==> src/rtl/tls_key_share_list_parser_top_macros.svh <==
// ----------------------------------------------------------------------------
// tls_key_share_list_parser_top_macros.svh
// Assertion shorthands shared by the key share parser files.
// ----------------------------------------------------------------------------
`ifndef TLS_KEY_SHARE_LIST_PARSER_TOP_MACROS_SVH
`define TLS_KEY_SHARE_LIST_PARSER_TOP_MACROS_SVH

// Property checked on every clock edge outside reset.
`define TKSP_ASSERT(label, prop, msg) \
  label: assert property (@(posedge clk) disable iff (!rst_n) (prop)) else $error(msg);

// Implication checked on every clock edge outside reset.
`define TKSP_ASSERT_IMP(label, ante, cons, msg) \
  label: assert property (@(posedge clk) disable iff (!rst_n) (ante) |-> (cons)) \
    else $error(msg);

`endif

==> src/rtl/tksp_pkg.sv <==
// ----------------------------------------------------------------------------
// tksp_pkg
// Shared types and codes of the key share list parser.
// ----------------------------------------------------------------------------
package tksp_pkg;

  typedef enum logic [2:0] {
    PH_LEN_HI = 3'd0,
    PH_LEN_LO = 3'd1,
    PH_GRP_HI = 3'd2,
    PH_GRP_LO = 3'd3,
    PH_KL_HI  = 3'd4,
    PH_KL_LO  = 3'd5,
    PH_KEY    = 3'd6
  } phase_t;

  // byte roles
  localparam logic [2:0] ROLE_LIST_LEN = 3'd0;
  localparam logic [2:0] ROLE_GRP_HI   = 3'd1;
  localparam logic [2:0] ROLE_GRP_LO   = 3'd2;
  localparam logic [2:0] ROLE_KL_HI    = 3'd3;
  localparam logic [2:0] ROLE_KL_LO    = 3'd4;
  localparam logic [2:0] ROLE_KEY      = 3'd5;
  localparam logic [2:0] ROLE_IGNORED  = 3'd6;

  // error codes
  localparam logic [2:0] ERR_OK          = 3'd0;
  localparam logic [2:0] ERR_LIST_TRUNC  = 3'd1;
  localparam logic [2:0] ERR_LEN_MISMATCH = 3'd2;
  localparam logic [2:0] ERR_ENTRY_TRUNC = 3'd3;
  localparam logic [2:0] ERR_BAD_KEYLEN  = 3'd4;
  localparam logic [2:0] ERR_DUP_GROUP   = 3'd5;
  localparam logic [2:0] ERR_TOO_MANY    = 3'd6;

  localparam logic [15:0] HDR_BYTES    = 16'd4;
  localparam logic [16:0] LEN_BYTES    = 17'd2;
  localparam logic [16:0] CONSUMED_MAX = 17'h1FFFF;

  typedef struct packed {
    logic [2:0]  byte_role;
    logic [7:0]  key_byte;
    logic [15:0] group_id;
    logic [3:0]  entry_index;
    logic        key_end;
    logic        list_done;
    logic [2:0]  error_code;
  } result_t;

endpackage

==> src/rtl/tksp_group_store.sv <==
// ----------------------------------------------------------------------------
// tksp_group_store
// Groups of accepted entries, compared in parallel against a new group.
// ----------------------------------------------------------------------------
module tksp_group_store
  import tksp_pkg::*;
#(
  parameter int MAX_SHARES = 16,
  parameter int CNT_W      = 5,
  parameter int ADDR_W     = 4
) (
  input  logic              clk,
  input  logic              wr_en,
  input  logic [ADDR_W-1:0] wr_addr,
  input  logic [15:0]       wr_data,
  input  logic [CNT_W-1:0]  count,     // entries written so far
  input  logic [15:0]       grp,
  output logic              dup
);

  logic [15:0]           seen_r [MAX_SHARES];
  logic [MAX_SHARES-1:0] hit;

  always_ff @(posedge clk) begin
    if (wr_en) begin
      seen_r[wr_addr] <= wr_data;
    end
  end

  // only entries below the count were written
  for (genvar i = 0; i < MAX_SHARES; i++) begin : g_cmp
    assign hit[i] = (count > CNT_W'(i)) && (seen_r[i] == grp);
  end

  assign dup = |hit;

endmodule

==> src/rtl/tksp_parser.sv <==
// ----------------------------------------------------------------------------
// tksp_parser
// Parse state and per-byte decode: roles, length checks and the verdict.
// ----------------------------------------------------------------------------
`include "tls_key_share_list_parser_top_macros.svh"

module tksp_parser
  import tksp_pkg::*;
#(
  parameter int MAX_SHARES = 16
) (
  input  logic       clk,
  input  logic       rst_n,
  input  logic       fire,       // byte consumed this cycle
  input  logic [7:0] data_byte,
  input  logic       last_byte,
  output result_t    res
);

  localparam int CNT_W  = $clog2(MAX_SHARES + 1);
  localparam int ADDR_W = (MAX_SHARES > 1) ? $clog2(MAX_SHARES) : 1;

  phase_t            phase_r, phase_nxt;
  logic [15:0]       decl_r, decl_nxt;
  logic [16:0]       consumed_r, consumed_nxt;
  logic [15:0]       kleft_r, kleft_nxt;
  logic [15:0]       group_r, group_nxt;
  logic [CNT_W-1:0]  count_r, count_nxt;
  logic [2:0]        err_r, err_nxt;

  logic [16:0] inlist, diff;
  logic [15:0] rem, avail, kl, kleft_dec;
  logic        hdr_short, kl_bad, dup, full, key_done, wr_en;
  logic [CNT_W+3:0] count_ext;

  // declared list bytes still to come, counting the current one
  assign inlist    = (consumed_r >= LEN_BYTES) ? (consumed_r - LEN_BYTES) : '0;
  assign diff      = {1'b0, decl_r} - inlist;
  assign rem       = ({1'b0, decl_r} > inlist) ? diff[15:0] : '0;
  assign avail     = (rem > 16'd1) ? (rem - 16'd1) : '0;
  assign kl        = {kleft_r[15:8], data_byte};
  assign kleft_dec = (kleft_r != '0) ? (kleft_r - 16'd1) : '0;

  assign hdr_short = rem < HDR_BYTES;
  assign kl_bad    = (kl == '0) || (kl > avail);
  assign full      = count_r >= CNT_W'(MAX_SHARES);
  assign key_done  = (kleft_dec == '0);
  assign count_ext = {4'd0, count_r};

  assign wr_en = fire && (err_r == ERR_OK) && (phase_r == PH_KL_LO) &&
                 !kl_bad && !dup && !full;

  tksp_group_store #(
    .MAX_SHARES (MAX_SHARES),
    .CNT_W      (CNT_W),
    .ADDR_W     (ADDR_W)
  ) u_store (
    .clk     (clk),
    .wr_en   (wr_en),
    .wr_addr (count_r[ADDR_W-1:0]),
    .wr_data (group_r),
    .count   (count_r),
    .grp     (group_r),
    .dup     (dup)
  );

  // next state
  always_comb begin
    phase_nxt = phase_r;
    decl_nxt  = decl_r;
    kleft_nxt = kleft_r;
    group_nxt = group_r;
    count_nxt = count_r;
    err_nxt   = err_r;
    if (err_r == ERR_OK) begin
      case (phase_r)
        PH_LEN_HI: begin
          decl_nxt  = {data_byte, 8'd0};
          phase_nxt = PH_LEN_LO;
        end
        PH_LEN_LO: begin
          decl_nxt  = {decl_r[15:8], data_byte};
          phase_nxt = PH_GRP_HI;
        end
        PH_GRP_HI: begin
          if (hdr_short) begin
            err_nxt = ERR_ENTRY_TRUNC;
          end else begin
            group_nxt = {data_byte, 8'd0};
            phase_nxt = PH_GRP_LO;
          end
        end
        PH_GRP_LO: begin
          group_nxt = {group_r[15:8], data_byte};
          phase_nxt = PH_KL_HI;
        end
        PH_KL_HI: begin
          kleft_nxt = {data_byte, 8'd0};
          phase_nxt = PH_KL_LO;
        end
        PH_KL_LO: begin
          kleft_nxt = kl;
          if (kl_bad) begin
            err_nxt = ERR_BAD_KEYLEN;
          end else if (dup) begin
            err_nxt = ERR_DUP_GROUP;
          end else if (full) begin
            err_nxt = ERR_TOO_MANY;
          end else begin
            phase_nxt = PH_KEY;
          end
        end
        PH_KEY: begin
          kleft_nxt = kleft_dec;
          if (key_done) begin
            phase_nxt = PH_GRP_HI;
            count_nxt = count_r + CNT_W'(1);
          end
        end
        default: begin
          phase_nxt = phase_r;
        end
      endcase
    end
    consumed_nxt = (consumed_r < CONSUMED_MAX) ? (consumed_r + 17'd1) : consumed_r;
  end

  // outputs
  always_comb begin
    res             = '0;
    res.byte_role   = ROLE_IGNORED;
    res.list_done   = last_byte;
    if (err_r == ERR_OK) begin
      case (phase_r)
        PH_LEN_HI, PH_LEN_LO: res.byte_role = ROLE_LIST_LEN;
        PH_GRP_HI:            res.byte_role = ROLE_GRP_HI;
        PH_GRP_LO:            res.byte_role = ROLE_GRP_LO;
        PH_KL_HI:             res.byte_role = ROLE_KL_HI;
        PH_KL_LO:             res.byte_role = ROLE_KL_LO;
        PH_KEY: begin
          res.byte_role = ROLE_KEY;
          res.key_byte  = data_byte;
          res.key_end   = key_done;
        end
        default:              res.byte_role = ROLE_IGNORED;
      endcase
      if (res.byte_role != ROLE_LIST_LEN && res.byte_role != ROLE_IGNORED) begin
        res.group_id    = group_nxt;
        res.entry_index = count_ext[3:0];
      end
    end
    res.error_code = err_nxt;
    if (last_byte) begin
      if (consumed_nxt < LEN_BYTES) begin
        res.error_code = ERR_LIST_TRUNC;
      end else if ((consumed_nxt - LEN_BYTES) != {1'b0, decl_nxt}) begin
        res.error_code = ERR_LEN_MISMATCH;
      end
    end
  end

  // the last byte of a body returns the parser to its reset state
  always_ff @(posedge clk) begin
    if (!rst_n || (fire && last_byte)) begin
      phase_r    <= PH_LEN_HI;
      decl_r     <= '0;
      consumed_r <= '0;
      kleft_r    <= '0;
      group_r    <= '0;
      count_r    <= '0;
      err_r      <= ERR_OK;
    end else if (fire) begin
      phase_r    <= phase_nxt;
      decl_r     <= decl_nxt;
      consumed_r <= consumed_nxt;
      kleft_r    <= kleft_nxt;
      group_r    <= group_nxt;
      count_r    <= count_nxt;
      err_r      <= err_nxt;
    end
  end

  `TKSP_ASSERT_IMP(a_key_left, phase_r == PH_KEY, kleft_r != '0, "key phase with no bytes left")
  `TKSP_ASSERT(a_count_max, count_r <= CNT_W'(MAX_SHARES), "entry count past MAX_SHARES")
  `TKSP_ASSERT_IMP(a_err_holds, fire && !last_byte && err_r != ERR_OK, err_nxt == err_r, "latched error changed")

endmodule

==> src/rtl/tls_key_share_list_parser_top.sv <==
// ----------------------------------------------------------------------------
// tls_key_share_list_parser_top
// Streaming parser for the key share extension body of a TLS 1.3 hello.
// ----------------------------------------------------------------------------
// Usage:
//   The body enters one byte per beat on the in_ channel, in_tlast on its
//   final byte. Every input beat yields exactly one output beat: the byte's
//   role on out_tuser, and key byte, group, entry index, key end marker and
//   error code on out_tdata. out_tlast repeats the input's last marker, and
//   the error code on that beat is the verdict for the whole list.
//   Throughput is one byte per cycle unless out_tready stalls it: the
//   duplicate-group check compares the current group against all stored
//   groups at once. Beats pass the input register, then the result register.
//   When out_tready is low the result register holds its beat and the input
//   register keeps one more byte; in_tready drops only when both are full.
//   After reset, and after every beat marked last, the parser waits for a new
//   list length. The group store has no reset; only entries already written
//   in the current list are ever compared.
// ----------------------------------------------------------------------------
`include "tls_key_share_list_parser_top_macros.svh"

module tls_key_share_list_parser_top
  import tksp_pkg::*;
#(
  parameter int MAX_SHARES = 16
) (
  input  logic        clk,
  input  logic        rst_n,
  input  logic        in_tvalid,
  output logic        in_tready,
  input  logic [7:0]  in_tdata,   // [7:0] data_byte
  input  logic        in_tlast,   // last_byte
  output logic        out_tvalid,
  input  logic        out_tready,
  output logic [31:0] out_tdata,  // [7:0] key_byte, [23:8] group_id,
                                  // [27:24] entry_index, [28] key_end,
                                  // [31:29] error_code
  output logic [2:0]  out_tuser,  // [2:0] byte_role
  output logic        out_tlast   // list_done
);

  logic       in_valid_r, in_valid_nxt;
  logic [7:0] in_data_r;
  logic       in_last_r;
  logic       out_valid_r, out_valid_nxt;
  result_t    out_res_r;
  result_t    res;
  logic       advance;

  // move the held byte into the result register when that slot frees up
  assign advance   = in_valid_r && (!out_valid_r || out_tready);
  assign in_tready = !in_valid_r || advance;

  assign in_valid_nxt  = (in_tvalid && in_tready) ? 1'b1 : (advance ? 1'b0 : in_valid_r);
  assign out_valid_nxt = advance ? 1'b1 : (out_tready ? 1'b0 : out_valid_r);

  tksp_parser #(
    .MAX_SHARES (MAX_SHARES)
  ) u_parser (
    .clk       (clk),
    .rst_n     (rst_n),
    .fire      (advance),
    .data_byte (in_data_r),
    .last_byte (in_last_r),
    .res       (res)
  );

  always_ff @(posedge clk) begin
    if (!rst_n) begin
      in_valid_r  <= 1'b0;
      out_valid_r <= 1'b0;
    end else begin
      in_valid_r  <= in_valid_nxt;
      out_valid_r <= out_valid_nxt;
    end
  end

  // payload registers
  always_ff @(posedge clk) begin
    if (in_tvalid && in_tready) begin
      in_data_r <= in_tdata;
      in_last_r <= in_tlast;
    end
    if (advance) begin
      out_res_r <= res;
    end
  end

  assign out_tvalid = out_valid_r;
  assign out_tuser  = out_res_r.byte_role;
  assign out_tlast  = out_res_r.list_done;
  assign out_tdata  = {out_res_r.error_code, out_res_r.key_end, out_res_r.entry_index,
                       out_res_r.group_id, out_res_r.key_byte};

  `TKSP_ASSERT_IMP(a_ignored_err, out_tvalid && out_tuser == ROLE_IGNORED, out_tdata[31:29] != ERR_OK, "ignored byte without error")
  `TKSP_ASSERT_IMP(a_nonkey_clean, out_tvalid && out_tuser != ROLE_KEY, out_tdata[7:0] == 8'd0 && !out_tdata[28], "key fields set on non-key byte")
  `TKSP_ASSERT_IMP(a_len_no_group, out_tvalid && out_tuser == ROLE_LIST_LEN, out_tdata[27:8] == 20'd0, "group fields set on length byte")

endmodule

==> config.mk <==
export PLATFORM = sky130hd
export DESIGN_NAME = tls_key_share_list_parser_top
export DESIGN_NICKNAME = d
export VERILOG_FILES = /design/src/rtl/tksp_pkg.sv /design/src/rtl/tksp_group_store.sv /design/src/rtl/tksp_parser.sv /design/src/rtl/tls_key_share_list_parser_top.sv
export VERILOG_INCLUDE_DIRS = /design/src /design/src/rtl
export SDC_FILE = /design/constraint.sdc
export NUM_CORES = 1
export LEC_CHECK = 0
export ABC_AREA = 1
export BUFFER_PORTS_ARGS = -buffer_cell sky130_fd_sc_hd__buf_2
export CORE_UTILIZATION = 63
export DETAILED_ROUTE_END_ITERATION = 6
export PLACE_DENSITY_LB_ADDON = 0.1
export SYNTH_ARGS = -nofsm -noshare
export SYNTH_HDL_FRONTEND = slang
export SYNTH_SLANG_ARGS = --single-unit
==> constraint.sdc <==
create_clock -name clk -period 17.05 [get_ports clk]
set_clock_uncertainty 0.15 [all_clocks]
set_input_delay 3.41 -clock clk [delete_from_list [all_inputs] [get_ports clk]]
set_output_delay 3.41 -clock clk [all_outputs]
set_load 0.02 [all_outputs]
==> summary.md, run 1 <==
| Metric | Value |
|---|---|
| Synthesized-area fraction occupied by adder cells | 0.03119 |
| Yosys Warn Count | 0 |
| Hold Fails Final Rpt | 0 |
| Overflow after GRT | 0 |
| Top cells by instance count after synthesis | sky130_fd_sc_hd__nand2_1, sky130_fd_sc_hd__edfxtp_1, sky130_fd_sc_hd__inv_1 |
| Main combinational cell family by area after synthesis | simple AND/OR/NAND/NOR gates |
| Status | completed |
| Compound-gate portion of the synthesized area | 0.06725 |
| Gp weighted congestion | 0.9739 |
| Wire length of the first global-routing pass | 85,630 µm |
| Wire per inst | 19.05 µm |
| Post-synthesis cell count | 2,375 |
| Transition at the pin with the smallest max-transition slack | 1.286 ns |
| Average cell area after synthesis | 8.883 µm² |
| Most common cell in the synthesized netlist | sky130_fd_sc_hd__nand2_1 |
| Busiest layer in global routing | met2 |
| Worst EP arrival | 8.63 ns |
| Die extent in y | 185 µm |
| Clk root buf | sky130_fd_sc_hd__clkbuf_16 |
| Number of distinct library cell variants in the gate-level netlist after synthesis | 54 |
| IO Pins | 51 |
| Fraction of the cycle the final worst path needs | 0.5061 |
| Crit path max-delay cell type | sky130_fd_sc_hd__nor2_1 |
| Synthesized flop and latch total | 379 |
| Number of synthesized flops with an enable pin | 301 |
| Number of inserted diodes | 0 |
| Slew Limit Fails | 0 |
| Static Leak | 9.510 nW |
| VDD IR-drop max | 0.1021 mV |
| Req. time, crit path | 17.05 ns |
| Met1 Use GR | 0.4242 |
| Net Count, Synth | 2,440 |
| Total power density per cell area | 113.8 mW/mm² |
| Filler instances | 2,562 |
| Met3 usage in global routing | 0.04109 |
| Number of gates resized after cts | 0 |
| Clock power share | 0.341 |
| Overall track demand over capacity in global routing | 0.3280 |
| Worst-case clock buffer depth | 3 |
| DR vias/cell | 5.785 |
| Largest net degree at the start of global routing | 67 |
| CP dominant cell by count | sky130_fd_sc_hd__nand2_1 |
| Total via count in the routed design | 16,743 |
| Cell taking the most area after synthesis | sky130_fd_sc_hd__edfxtp_1 |
| # Post-CTS Setup Buffers | 0 |
| Setup TNS after final layout | 0 ns |
| Floorplan die area | 0.03423 mm² |
| CP peak stage delay | 1.06 ns |
| Row count | 66 |
| Cell area after technology mapping | 0.02110 mm² |
| Remaining DRCs | 0 |
| Post-synthesis mux area share | 0 |
| Worst slack on hold paths | 0.3771 ns |
| Fraction of final layout cells sized beyond drive strength 1 | 0.09176 |
| F_max | 115.9 MHz |
| Area of the core | 0.03278 mm² |
| Max-cap viol count | 0 |
| Number of design-rule violations left by the first detailed-router iteration | 1,474 |
| Simple-gate share of the synthesized area | 0.2347 |
| Dominant delay contributor by cell family on the critical path | simple AND/OR/NAND/NOR gates |
| Number of buffers added on ports | 50 |
| Final antenna-violating net count | 0 |
| Initial core utilization | 0.6435 |
| Most instantiated flip-flop cell in the synthesis netlist | sky130_fd_sc_hd__edfxtp_1 |
| Growth of design area from synthesis to finish | 9.305% |
| Async set or reset register ratio after synthesis | 0 |
| Critical Path Sink Type | register |
| Clock tree sinks | 379 |
| Clock slew at reported path FFs | 0.06 ns |
| Main area contributors after synthesis | sky130_fd_sc_hd__edfxtp_1, sky130_fd_sc_hd__nand2_1, sky130_fd_sc_hd__xnor2_1 |
| GR met2 Demand/Resource | 0.5543 |
| Largest fanout on the critical path | 20 |
| R2r setup slk | 8.42 ns |
| Net count reported at finish | 2,486 |
| Area share of the largest cell type after synthesis | 0.4284 |
| Number of H-tree levels | 2 |
| Via count of the first global-routing pass | 15,916 |
| Core occupancy in the finished layout | 0.7034 |
| Clock tree from TritonCTS | built |
| First drt pass iteration count | 6 |
| Number of buffers inserted for hold repair after clock tree synthesis | 0 |
| Worst min-delay path class | reg2reg |
| Combinational Power Share | 0.266 |
| Path type of the worst setup path | reg2reg |
| Number of setup violations in the final report | 0 |
| Dpl hpwl | 37,390 µm |
| Net switching power | 0.8545 mW |
| Routed wire length | 55,120 µm |
| Relative slew slack | 0.1398 |
| Chip Width | 185 µm |
| Worst path buffer plus inverter count | 4 |
| Synth Area in XOR/XNOR | 0.09744 |
| Unrepaired setup endpoints after global routing | false |
| Clock buffers created by TritonCTS | 41 |
| Portion of total power attributed to sequential cells | 0.394 |
| Switching portion of total power | 0.3255 |
| Initial antenna violation count | 0 |
| Clock insertion delay at the later pin of the skew report | 0.56 ns |
| Internal Pwr Total | 1.771 mW |
| Clock period minus worst slack | 8.629 ns |
| Element type at the critical path start | register |
| Sequential fraction of the synthesis area | 0.5024 |
worst min-delay path: stages (launching register included):
cell and delay, ns:
sky130_fd_sc_hd__dfxtp_1 0.32, sky130_fd_sc_hd__inv_1 0.09, sky130_fd_sc_hd__a21oi_1 0.07
path summary, 6_finish.rpt:
check,start,endpoint,depth (start not counted)
setup / recovery,u_parser.consumed_r[2]$_SDFFE_PP0P_,u_parser.u_store.seen_r[6][15]$_DFFE_PP_,36
hold / removal,u_parser.err_r[1]$_SDFFE_PP0P_,u_parser.err_r[1]$_SDFFE_PP0P_,2
setup reg to reg,u_parser.consumed_r[2]$_SDFFE_PP0P_,u_parser.u_store.seen_r[6][15]$_DFFE_PP_,36
hold reg to reg,u_parser.err_r[1]$_SDFFE_PP0P_,u_parser.err_r[1]$_SDFFE_PP0P_,2
cell usage in the layout, fill, tap and decap left out, types with 4 or more instances in the layout:
cell type and instances:
sky130_fd_sc_hd__clkbuf_1 8, sky130_fd_sc_hd__ha_1 51, sky130_fd_sc_hd__nor2_4 7, sky130_fd_sc_hd__inv_1 254, sky130_fd_sc_hd__nor3b_1 4, sky130_fd_sc_hd__o211ai_2 5, sky130_fd_sc_hd__nor3_2 4, sky130_fd_sc_hd__nor2_2 9
sky130_fd_sc_hd__bufinv_16 5, sky130_fd_sc_hd__nand3b_1 9, sky130_fd_sc_hd__dfxtp_1 77, sky130_fd_sc_hd__a21oi_1 102, sky130_fd_sc_hd__inv_2 14, sky130_fd_sc_hd__nor4_1 5, sky130_fd_sc_hd__nand2_1 507, sky130_fd_sc_hd__or2_2 31
sky130_fd_sc_hd__buf_4 25, sky130_fd_sc_hd__nand3_2 6, sky130_fd_sc_hd__nand3_1 150, sky130_fd_sc_hd__xor2_1 53, sky130_fd_sc_hd__nand2_2 7, sky130_fd_sc_hd__clkbuf_16 42, sky130_fd_sc_hd__o211ai_1 6, sky130_fd_sc_hd__nand4_1 78
sky130_fd_sc_hd__clkinv_2 8, sky130_fd_sc_hd__nor2_1 254, sky130_fd_sc_hd__o21bai_1 4, sky130_fd_sc_hd__o22ai_1 15, sky130_fd_sc_hd__xnor2_1 179, sky130_fd_sc_hd__clkinv_1 10, sky130_fd_sc_hd__o21ai_0 86, sky130_fd_sc_hd__edfxtp_1 301
sky130_fd_sc_hd__nor3_1 34, sky130_fd_sc_hd__a31oi_1 18, sky130_fd_sc_hd__buf_2 50
area by class of cell:
cell class,count,area [µm²],area share
clock inverters,24,269.0,0.01167
inverters,271,1017,0.04411
repair buffers,75,437.9,0.01899
multi-input cells,1653,9101,0.3947
clock buffers,50,1081,0.04688
flip-flops and latches,379,10600,0.4597
well taps,442,553.0,0.02398
registers in the layout, indices dropped and copies added (netlist names):
| name | flops |
|---|---|
| u_parser.u_store.seen_r | 256 |
| out_tdata | 32 |
| u_parser.consumed_r | 17 |
| u_parser.decl_r | 16 |
| u_parser.group_r | 16 |
| u_parser.kleft_r | 16 |
| in_data_r | 8 |
| u_parser.count_r | 5 |
| out_tuser | 3 |
| u_parser.err_r | 3 |
| u_parser.phase_r | 3 |
| in_last_r | 1 |
| in_valid_r | 1 |
| out_tlast | 1 |
| out_tvalid | 1 |
per-stage QoR:
stage / cells / setup WS [ns] / power, mW / area [µm²]
floorplan: 2375 / 9.827 / 1.578 / 21100
global placement: 2820 / 8.993 / 1.718 / 21710
detailed placement: 2820 / 8.651 / 1.733 / 21710
CTS: 2894 / 8.634 / 2.624 / 23060
global route: 2894 / 7.739 / 2.749 / 23060
finish: 2894 / 8.421 / 2.625 / 23060
per-layer routing:
layer	share of wire	wire, µm
met1	0.41	22860
met2	0.48	26240
met3	0.067	3702
met4	0.042	2319
met5	0	0
power groups by stage:
stage	Combinational [mW]	Clock, mW	Sequential (mW)
6_report	0.697	0.895	1.03
5_1_grt	0.777	0.937	1.03
4_1_cts	0.687	0.904	1.03
3_5_place_dp	0.681	0	1.05
3_3_place_gp	0.666	0	1.05
2_1_floorplan	0.523	0	1.06
kinds of logic (layout without fill, tap and decap cells):
| family | Yosys count | in the layout |
|---|---|---|
| adder cells (fa/ha/maj) | 52 | 52 |
| AO/OA/AOI/OAI | 253 | 253 |
| AND/OR/NAND/NOR | 1115 | 1115 |
| buffers and inverters | 343 | 420 |
| flip-flops | 379 | 379 |
| XOR/XNOR | 233 | 233 |
Note: power is estimated with default switching activity, not from simulation.
==> run 2, diff against run 1 <==
--- a/config.mk
+++ b/config.mk
@@ -6,9 +6,9 @@
 export SDC_FILE = /design/constraint.sdc
 export NUM_CORES = 1
 export LEC_CHECK = 0
-export ABC_AREA = 1
+export ABC_AREA = 0
 export BUFFER_PORTS_ARGS = -buffer_cell sky130_fd_sc_hd__buf_2
-export CORE_UTILIZATION = 63
+export CORE_UTILIZATION = 57
 export DETAILED_ROUTE_END_ITERATION = 6
 export PLACE_DENSITY_LB_ADDON = 0.1
 export SYNTH_ARGS = -nofsm -noshare
==> constraint.sdc (replaced) <==
create_clock -name clk -period 7.9 [get_ports clk]
set_clock_uncertainty 0.15 [all_clocks]
set_input_delay 1.58 -clock clk [delete_from_list [all_inputs] [get_ports clk]]
set_output_delay 1.58 -clock clk [all_outputs]
set_load 0.02 [all_outputs]
==> summary.md, run 2 <==
| Metric | Value |
|---|---|
| Status | completed (unchanged) |
| Top cells by instance count after synthesis | sky130_fd_sc_hd__edfxtp_1, sky130_fd_sc_hd__xor2_1, sky130_fd_sc_hd__nor2_1 (was sky130_fd_sc_hd__nand2_1, sky130_fd_sc_hd__edfxtp_1, sky130_fd_sc_hd__inv_1) |
| IO Pins | 51 (unchanged) |
| Growth of design area from synthesis to finish | 10.12% (was 9.305%) |
| Most frequent cells in the layout | sky130_fd_sc_hd__edfxtp_1, sky130_fd_sc_hd__xor2_1, sky130_fd_sc_hd__nor2_1 (was sky130_fd_sc_hd__nand2_1, sky130_fd_sc_hd__edfxtp_1, sky130_fd_sc_hd__inv_1, sky130_fd_sc_hd__nor2_1, sky130_fd_sc_hd__xnor2_1) |
| Relative slew slack | 0.3712 (was 0.1398) |
| Main area contributors after synthesis | sky130_fd_sc_hd__edfxtp_1, sky130_fd_sc_hd__xor2_1, sky130_fd_sc_hd__dfxtp_1 (was sky130_fd_sc_hd__edfxtp_1, sky130_fd_sc_hd__nand2_1, sky130_fd_sc_hd__xnor2_1) |
| Element type at the critical path start | register (unchanged) |
| Total via count in the routed design | 14,177 (was 16,743) |
| Clock power share | 0.389 (was 0.341) |
| Initial antenna violation count | 0 (unchanged) |
| Wire length of the first global-routing pass | 76,160 µm (was 85,630 µm) |
| Static Leak | 9.193 nW (was 9.510 nW) |
| Clock insertion delay at the later pin of the skew report | 0.58 ns (was 0.56 ns) |
| Critical register-to-register path startpoint | u_parser.consumed_r[2]$_SDFFE_PP0P_ (unchanged) |
| Fraction of the cycle the final worst path needs | 0.9396 (was 0.5061) |
| Initial core utilization | 0.5808 (was 0.6435) |
| Clock slew at reported path FFs | 0.06 ns (about the same) |
| Most common cell after layout, fill and taps aside | sky130_fd_sc_hd__edfxtp_1 (was sky130_fd_sc_hd__nand2_1) |
| Portion of total power attributed to sequential cells | 0.479 (was 0.394) |
| Wire per inst | 21.38 µm (was 19.05 µm) |
| Net count reported at finish | 1,907 (was 2,486) |
| Total power | 4.515 mW (was 2.625 mW) |
| Most common cell in the synthesized netlist | sky130_fd_sc_hd__edfxtp_1 (was sky130_fd_sc_hd__nand2_1) |
| # Post-CTS Setup Buffers | 0 (unchanged) |
| Slew Limit Fails | 0 (unchanged) |
| R2r setup slk | 0.48 ns (was 8.42 ns) |
| Area share of the largest cell type after synthesis | 0.4483 (was 0.4284) |
| Area of the core | 0.03471 mm² (was 0.03278 mm²) |
| Worst min-delay path class | reg2reg (unchanged) |
| Transition at the pin with the smallest max-transition slack | 0.9431 ns (was 1.286 ns) |
| Internal Pwr Total | 3.327 mW (was 1.771 mW) |
| Number of setup violations in the final report | 0 (unchanged) |
| CP peak stage delay | 0.39 ns (was 1.06 ns) |
| Clock buffers created by TritonCTS | 40 (was 41) |
| F_max | 134.7 MHz (was 115.9 MHz) |
| Final cell area excluding filler cells | 0.02220 mm² (was 0.02306 mm²) |
| Yosys Warn Count | 0 (unchanged) |
| Clock tree sinks | 379 (unchanged) |
| Largest fanout on the critical path | 16 (was 20) |
| Worst EP arrival | 7.52 ns (was 8.63 ns) |
| Worst slack on hold paths | 0.3725 ns (was 0.3771 ns) |
| Number of synthesized flops with an enable pin | 301 (unchanged) |
| Die extent in y | 190.1 µm (was 185 µm) |
| Net switching power | 1.188 mW (was 0.8545 mW) |
| Switching portion of total power | 0.2632 (was 0.3255) |
| Clk root buf | sky130_fd_sc_hd__clkbuf_16 (unchanged) |
| Worst-case hold path end point | u_parser.decl_r[12]$_SDFFE_PP0P_ (was u_parser.err_r[1]$_SDFFE_PP0P_) |
| Number of inserted diodes | 0 (unchanged) |
| Sequential fraction of the synthesis area | 0.5257 (was 0.5024) |
| Hold Fails Final Rpt | 0 (unchanged) |
| Source of the worst hold timing path | u_parser.decl_r[12]$_SDFFE_PP0P_ (was u_parser.err_r[1]$_SDFFE_PP0P_) |
| Multi-input gate area in the final layout | 0.008990 mm² (was 0.009101 mm²) |
| Minimum setup slack in the final design | 0.4770 ns (was 8.421 ns) |
| Filler instances | 2,737 (was 2,562) |
| Number of buffers inserted for hold repair after clock tree synthesis | 0 (unchanged) |
| Most instantiated flip-flop cell in the synthesis netlist | sky130_fd_sc_hd__edfxtp_1 (unchanged) |
| DR vias/cell | 6.087 (was 5.785) |
| Post-Place Worst Slack | 0.08906 ns (was 8.651 ns) |
| Number of H-tree levels | 2 (unchanged) |
| Remaining DRCs | 0 (unchanged) |
| Clock tree from TritonCTS | built (unchanged) |
| Max-cap viol count | 0 (unchanged) |
| Req. time, crit path | 8.00 ns (was 17.05 ns) |
| Overflow after GRT | 0 (unchanged) |
| Via count of the first global-routing pass | 13,576 (was 15,916) |
| Synthesized flop and latch total | 379 (unchanged) |
| Number of gates resized after cts | 0 (unchanged) |
| Area post-placement | 0.02094 mm² (was 0.02171 mm²) |
| Routed wire length | 49,800 µm (was 55,120 µm) |
| CP dominant cell by count | sky130_fd_sc_hd__nand2_1 (unchanged) |
| Number of distinct library cell variants in the gate-level netlist after synthesis | 94 (was 54) |
| VDD IR-drop max | 0.2223 mV (was 0.1021 mV) |
| Async set or reset register ratio after synthesis | 0 (unchanged) |
| Reg-to-reg critical path endpoint | u_parser.u_store.seen_r[6][15]$_DFFE_PP_ (unchanged) |
| Final antenna-violating net count | 0 (unchanged) |
| Clock period minus worst slack | 7.423 ns (was 8.629 ns) |
| Chip Width | 190.1 µm (was 185 µm) |
| Critical Path Sink Type | register (unchanged) |
| Register containing the most flip-flops in the final layout | u_parser.u_store.seen_r (unchanged) |
| Number of buffers added on ports | 50 (unchanged) |
| Average cell area after synthesis | 11.21 µm² (was 8.883 µm²) |
| Largest net degree at the start of global routing | 65 (was 67) |
| Cell area after technology mapping | 0.02016 mm² (was 0.02110 mm²) |
| Number of design-rule violations left by the first detailed-router iteration | 1,190 (was 1,474) |
| First drt pass iteration count | 5 (was 6) |
| Combinational Power Share | 0.132 (was 0.266) |
| Fraction of final layout cells sized beyond drive strength 1 | 0.1201 (was 0.09176) |
| Row count | 68 (was 66) |
| Reg2reg path depth | 33 (was 36) |
| Cell taking the most area after synthesis | sky130_fd_sc_hd__edfxtp_1 (unchanged) |
| Overall track demand over capacity in global routing | 0.2770 (was 0.3280) |
| Register area | 0.01062 mm² (was 0.01060 mm²) |
| Worst-case clock buffer depth | 3 (unchanged) |
| Path type of the worst setup path | reg2reg (unchanged) |
| Floorplan die area | 0.03613 mm² (was 0.03423 mm²) |
| Gp weighted congestion | 0.9371 (was 0.9739) |
| Largest register FFs | 256 (unchanged) |
| Post-synthesis cell count | 1,798 (was 2,375) |
| Dpl hpwl | 31,360 µm (was 37,390 µm) |
| Total power density per cell area | 203.4 mW/mm² (was 113.8 mW/mm²) |
| Crit path max-delay cell type | sky130_fd_sc_hd__dfxtp_1 (was sky130_fd_sc_hd__nor2_1) |
| Worst hold path stage count | 2 (unchanged) |
| Net Count, Synth | 1,863 (was 2,440) |
## run 2: worst max path at each step
stage / startpoint / endpoint / slack (ns)
after floorplan: u_parser.consumed_r[2]$_SDFFE_PP0P_ / u_parser.u_store.seen_r[1][0]$_DFFE_PP_ / 0.45
after global placement: u_parser.consumed_r[2]$_SDFFE_PP0P_ / u_parser.u_store.seen_r[3][5]$_DFFE_PP_ / 0.55
after detailed placement: u_parser.consumed_r[2]$_SDFFE_PP0P_ / u_parser.u_store.seen_r[6][6]$_DFFE_PP_ / 0.09
after CTS: u_parser.consumed_r[2]$_SDFFE_PP0P_ / u_parser.u_store.seen_r[6][0]$_DFFE_PP_ / 0.08
after global routing: u_parser.consumed_r[2]$_SDFFE_PP0P_ / u_parser.u_store.seen_r[6][6]$_DFFE_PP_ / -0.07
final: u_parser.consumed_r[2]$_SDFFE_PP0P_ / u_parser.u_store.seen_r[6][15]$_DFFE_PP_ / 0.48
## run 2: metrics by stage
stage	utilization	std cells	setup TNS, ns
2_1_floorplan	-	1798	0
3_3_place_gp	0.6033	2255	0
3_5_place_dp	0.6033	2255	0
4_1_cts	0.6387	2329	0
5_1_grt	0.6396	2329	-6.551
6_report	0.6396	2329	0
## run 2: logic make-up after synthesis
group / synth area share
simple gates: 0.1499
flops: 0.5257
xor+xnor: 0.1451
compound gates: 0.1120
buf+inv: 0.03066
fa+ha+maj: 0.03264
mux: 0.004034
## run 2: cell type report
class,count,area share
Clock inverter,24,0.008171
Clock buffer,50,0.04722
Timing Repair Buffer,106,0.03037
Inverter,32,0.005410
Tap cell,455,0.02564
Sequential cell,379,0.4783
Multi-Input combinational cell,1283,0.4049
## run 2: power by group through the flow
stage / clock [mW] / combinational, mW / sequential (mW)
6_report: 1.76 / 0.595 / 2.16
5_1_grt: 1.87 / 0.661 / 2.16
4_1_cts: 1.79 / 0.580 / 2.16
3_5_place_dp: 0 / 0.578 / 2.20
3_3_place_gp: 0 / 0.565 / 2.20
2_1_floorplan: 0 / 0.439 / 2.20
## run 2: worst max-delay path, delay by kind of cell, from the launching register on
family | cells | cell delay [ns]
adders and majority gates | 4 | 0.95
DFF | 1 | 0.39
buffers and inverters | 5 | 1.07
and+or+nand+nor | 14 | 2.43
AOI/OAI and AO/OA | 10 | 2.08
## run 2: per-layer routing
metal / wire length [µm] / global-route usage
met3: 2806 / 0.02915
met4: 1406 / 0.1002
met1: 21220 / 0.3674
met2: 24370 / 0.4707
met5: 0 / 0
==> run 3, diff against run 2 <==
--- a/config.mk
+++ b/config.mk
@@ -11,6 +11,7 @@
 export CORE_UTILIZATION = 57
 export DETAILED_ROUTE_END_ITERATION = 6
 export PLACE_DENSITY_LB_ADDON = 0.1
+export RECOVER_POWER = 50
 export SYNTH_ARGS = -nofsm -noshare
 export SYNTH_HDL_FRONTEND = slang
 export SYNTH_SLANG_ARGS = --single-unit
==> summary.md, run 3 (synthesized netlist as in run 2, its figures left out) <==
| Metric | Value |
|---|---|
| Number of buffers inserted for hold repair after clock tree synthesis | 0 (unchanged) |
| Reg2reg path depth | 30 (was 33) |
| Clock period minus worst slack | 7.432 ns (was 7.423 ns) |
| Worst-case clock buffer depth | 3 (unchanged) |
| Growth of design area from synthesis to finish | 9.501% (was 10.12%) |
| Overall track demand over capacity in global routing | 0.2770 (unchanged) |
| Static Leak | 8.993 nW (was 9.193 nW) |
| Number of gates resized after cts | 0 (unchanged) |
| Clock insertion delay at the later pin of the skew report | 0.58 ns (about the same) |
| # Post-CTS Setup Buffers | 0 (unchanged) |
| Fraction of the cycle the final worst path needs | 0.9408 (was 0.9396) |
| Routed wire length | 49,800 µm (unchanged) |
| Number of inserted diodes | 0 (unchanged) |
| Worst slack on hold paths | 0.3749 ns (was 0.3725 ns) |
| Wire per inst | 21.38 µm (unchanged) |
| Die extent in y | 190.1 µm (unchanged) |
| Worst-case hold path end point | u_parser.decl_r[12]$_SDFFE_PP0P_ (unchanged) |
| Largest register FFs | 256 (unchanged) |
| Clock tree sinks | 379 (unchanged) |
| Wire length of the first global-routing pass | 76,160 µm (unchanged) |
| Number of H-tree levels | 2 (unchanged) |
| Status | finished with violations (was completed) |
| Total power | 4.514 mW (was 4.515 mW) |
| Fraction of final layout cells sized beyond drive strength 1 | 0.08431 (was 0.1201) |
| Total via count in the routed design | 14,217 (was 14,177) |
| Row count | 68 (unchanged) |
| Floorplan die area | 0.03613 mm² (unchanged) |
| Critical Path Sink Type | register (unchanged) |
| VDD IR-drop max | 0.2234 mV (was 0.2223 mV) |
| Remaining DRCs | 0 (unchanged) |
| Worst EP arrival | 7.53 ns (was 7.52 ns) |
| Initial core utilization | 0.5808 (unchanged) |
| Max-cap viol count | 15 (was 0) |
| Slew Limit Fails | 525 (was 0) |
| Most frequent cells in the layout | sky130_fd_sc_hd__edfxtp_1, sky130_fd_sc_hd__xor2_1, sky130_fd_sc_hd__nor2_1 (unchanged) |
| Net count reported at finish | 1,907 (unchanged) |
| Chip Width | 190.1 µm (unchanged) |
| Via count of the first global-routing pass | 13,576 (unchanged) |
| Final antenna-violating net count | 0 (unchanged) |
| Number of standard cells in the final layout excluding fillers | 2,329 (unchanged) |
| Largest fanout on the critical path | 16 (unchanged) |
| Req. time, crit path | 8.00 ns (about the same) |
| F_max | 134.5 MHz (was 134.7 MHz) |
| R2r setup slk | 0.47 ns (was 0.48 ns) |
| Initial antenna violation count | 0 (unchanged) |
| Number of design-rule violations left by the first detailed-router iteration | 1,129 (was 1,190) |
| Number of setup violations in the final report | 0 (unchanged) |
| Worst hold path stage count | 2 (unchanged) |
| Worst min-delay path class | reg2reg (unchanged) |
| Placed instance count | 2,255 (unchanged) |
| Clock tree from TritonCTS | built (unchanged) |
| Overflow after GRT | 0 (unchanged) |
| DR vias/cell | 6.104 (was 6.087) |
| Filler instances | 2,749 (was 2,737) |
| Most common cell after layout, fill and taps aside | sky130_fd_sc_hd__edfxtp_1 (unchanged) |
| Relative slew slack | -0.8405 (was 0.3712) |
| Crit path max-delay cell type | sky130_fd_sc_hd__dfxtp_1 (unchanged) |
| Hold Fails Final Rpt | 0 (unchanged) |
| Clk root buf | sky130_fd_sc_hd__clkbuf_16 (unchanged) |
| Transition at the pin with the smallest max-transition slack | 2.761 ns (was 0.9431 ns) |
| Core occupancy in the finished layout | 0.6360 (was 0.6396) |
| Number of buffers added on ports | 50 (unchanged) |
| Critical register-to-register path startpoint | u_parser.consumed_r[2]$_SDFFE_PP0P_ (unchanged) |
| Failing checks | max-capacitance violations, max-slew violations |
| Largest net degree at the start of global routing | 65 (unchanged) |
| Dpl hpwl | 31,360 µm (unchanged) |
| IO Pins | 51 (unchanged) |
| Clock buffers created by TritonCTS | 40 (unchanged) |
| Source of the worst hold timing path | u_parser.decl_r[12]$_SDFFE_PP0P_ (unchanged) |
| Area of the core | 0.03471 mm² (unchanged) |
| Final cell area excluding filler cells | 0.02208 mm² (was 0.02220 mm²) |
| Element type at the critical path start | register (unchanged) |
| First drt pass iteration count | 5 (unchanged) |
| Minimum setup slack in the final design | 0.4677 ns (was 0.4770 ns) |
| Gp weighted congestion | 0.9371 (unchanged) |
| Post-Place Worst Slack | 0.08906 ns (unchanged) |
| CP peak stage delay | 0.39 ns (about the same) |
| Setup TNS after final layout | 0 ns (unchanged) |
| Register containing the most flip-flops in the final layout | u_parser.u_store.seen_r (unchanged) |
| Area post-placement | 0.02094 mm² (unchanged) |
| Path type of the worst setup path | reg2reg (unchanged) |
| Clock slew at reported path FFs | 0.06 ns (about the same) |
| Reg-to-reg critical path endpoint | u_parser.u_store.seen_r[6][6]$_DFFE_PP_ (was u_parser.u_store.seen_r[6][15]$_DFFE_PP_) |
| Total power density per cell area | 204.5 mW/mm² (was 203.4 mW/mm²) |
[run 3: worst max-delay path by stage]
stage                                   startpoint                                 endpoint  slack [ns]
2_1_floorplan  u_parser.consumed_r[2]$_SDFFE_PP0P_  u_parser.u_store.seen_r[1][0]$_DFFE_PP_        0.45
3_3_place_gp   u_parser.consumed_r[2]$_SDFFE_PP0P_  u_parser.u_store.seen_r[3][5]$_DFFE_PP_        0.55
3_5_place_dp   u_parser.consumed_r[2]$_SDFFE_PP0P_  u_parser.u_store.seen_r[6][6]$_DFFE_PP_        0.09
4_1_cts        u_parser.consumed_r[2]$_SDFFE_PP0P_  u_parser.u_store.seen_r[6][0]$_DFFE_PP_        0.08
5_1_grt        u_parser.consumed_r[2]$_SDFFE_PP0P_  u_parser.u_store.seen_r[6][6]$_DFFE_PP_       -0.07
6_report       u_parser.consumed_r[2]$_SDFFE_PP0P_  u_parser.u_store.seen_r[6][6]$_DFFE_PP_        0.47
[run 3: critical path, delay by kind of cell, from the launching register on]
kind	cells	cell delay, ns
and+or+nand+nor	10	1.82
buffers and inverters	4	0.92
AOI/OAI and AO/OA	12	2.64
xor gates and xnor gates	1	0.39
adders and majority gates	3	0.80
DFF	1	0.39
[run 3: routing by layer]
layer / routed length, µm / GRT usage / up-vias
met5: 0 / 0 / -
met4: 1411 / 0.1002 / 0
met3: 2600 / 0.02915 / 96
met2: 24470 / 0.4707 / 430
met1: 21320 / 0.3674 / 6991
li1: - / - / 6700
[run 3: final cells by class]
type	count	area, µm²	area share
well taps	455	569.3	0.02578
multi-input cells	1283	8990	0.4072
repair buffers	106	564.3	0.02556
inverters	32	120.1	0.005440
clock inverters	24	181.4	0.008217
flip-flops and latches	379	10610	0.4803
clock buffers	50	1049	0.04749
[run 3: power breakdown]
group	switching [mW]	internal [mW]	leakage [nW]	total, mW
clock network	0.799	0.958	0.595	1.76
logic	0.370	0.223	4.58	0.593
registers	0.0194	2.14	3.82	2.16
total	1.19	3.33	8.99	4.51
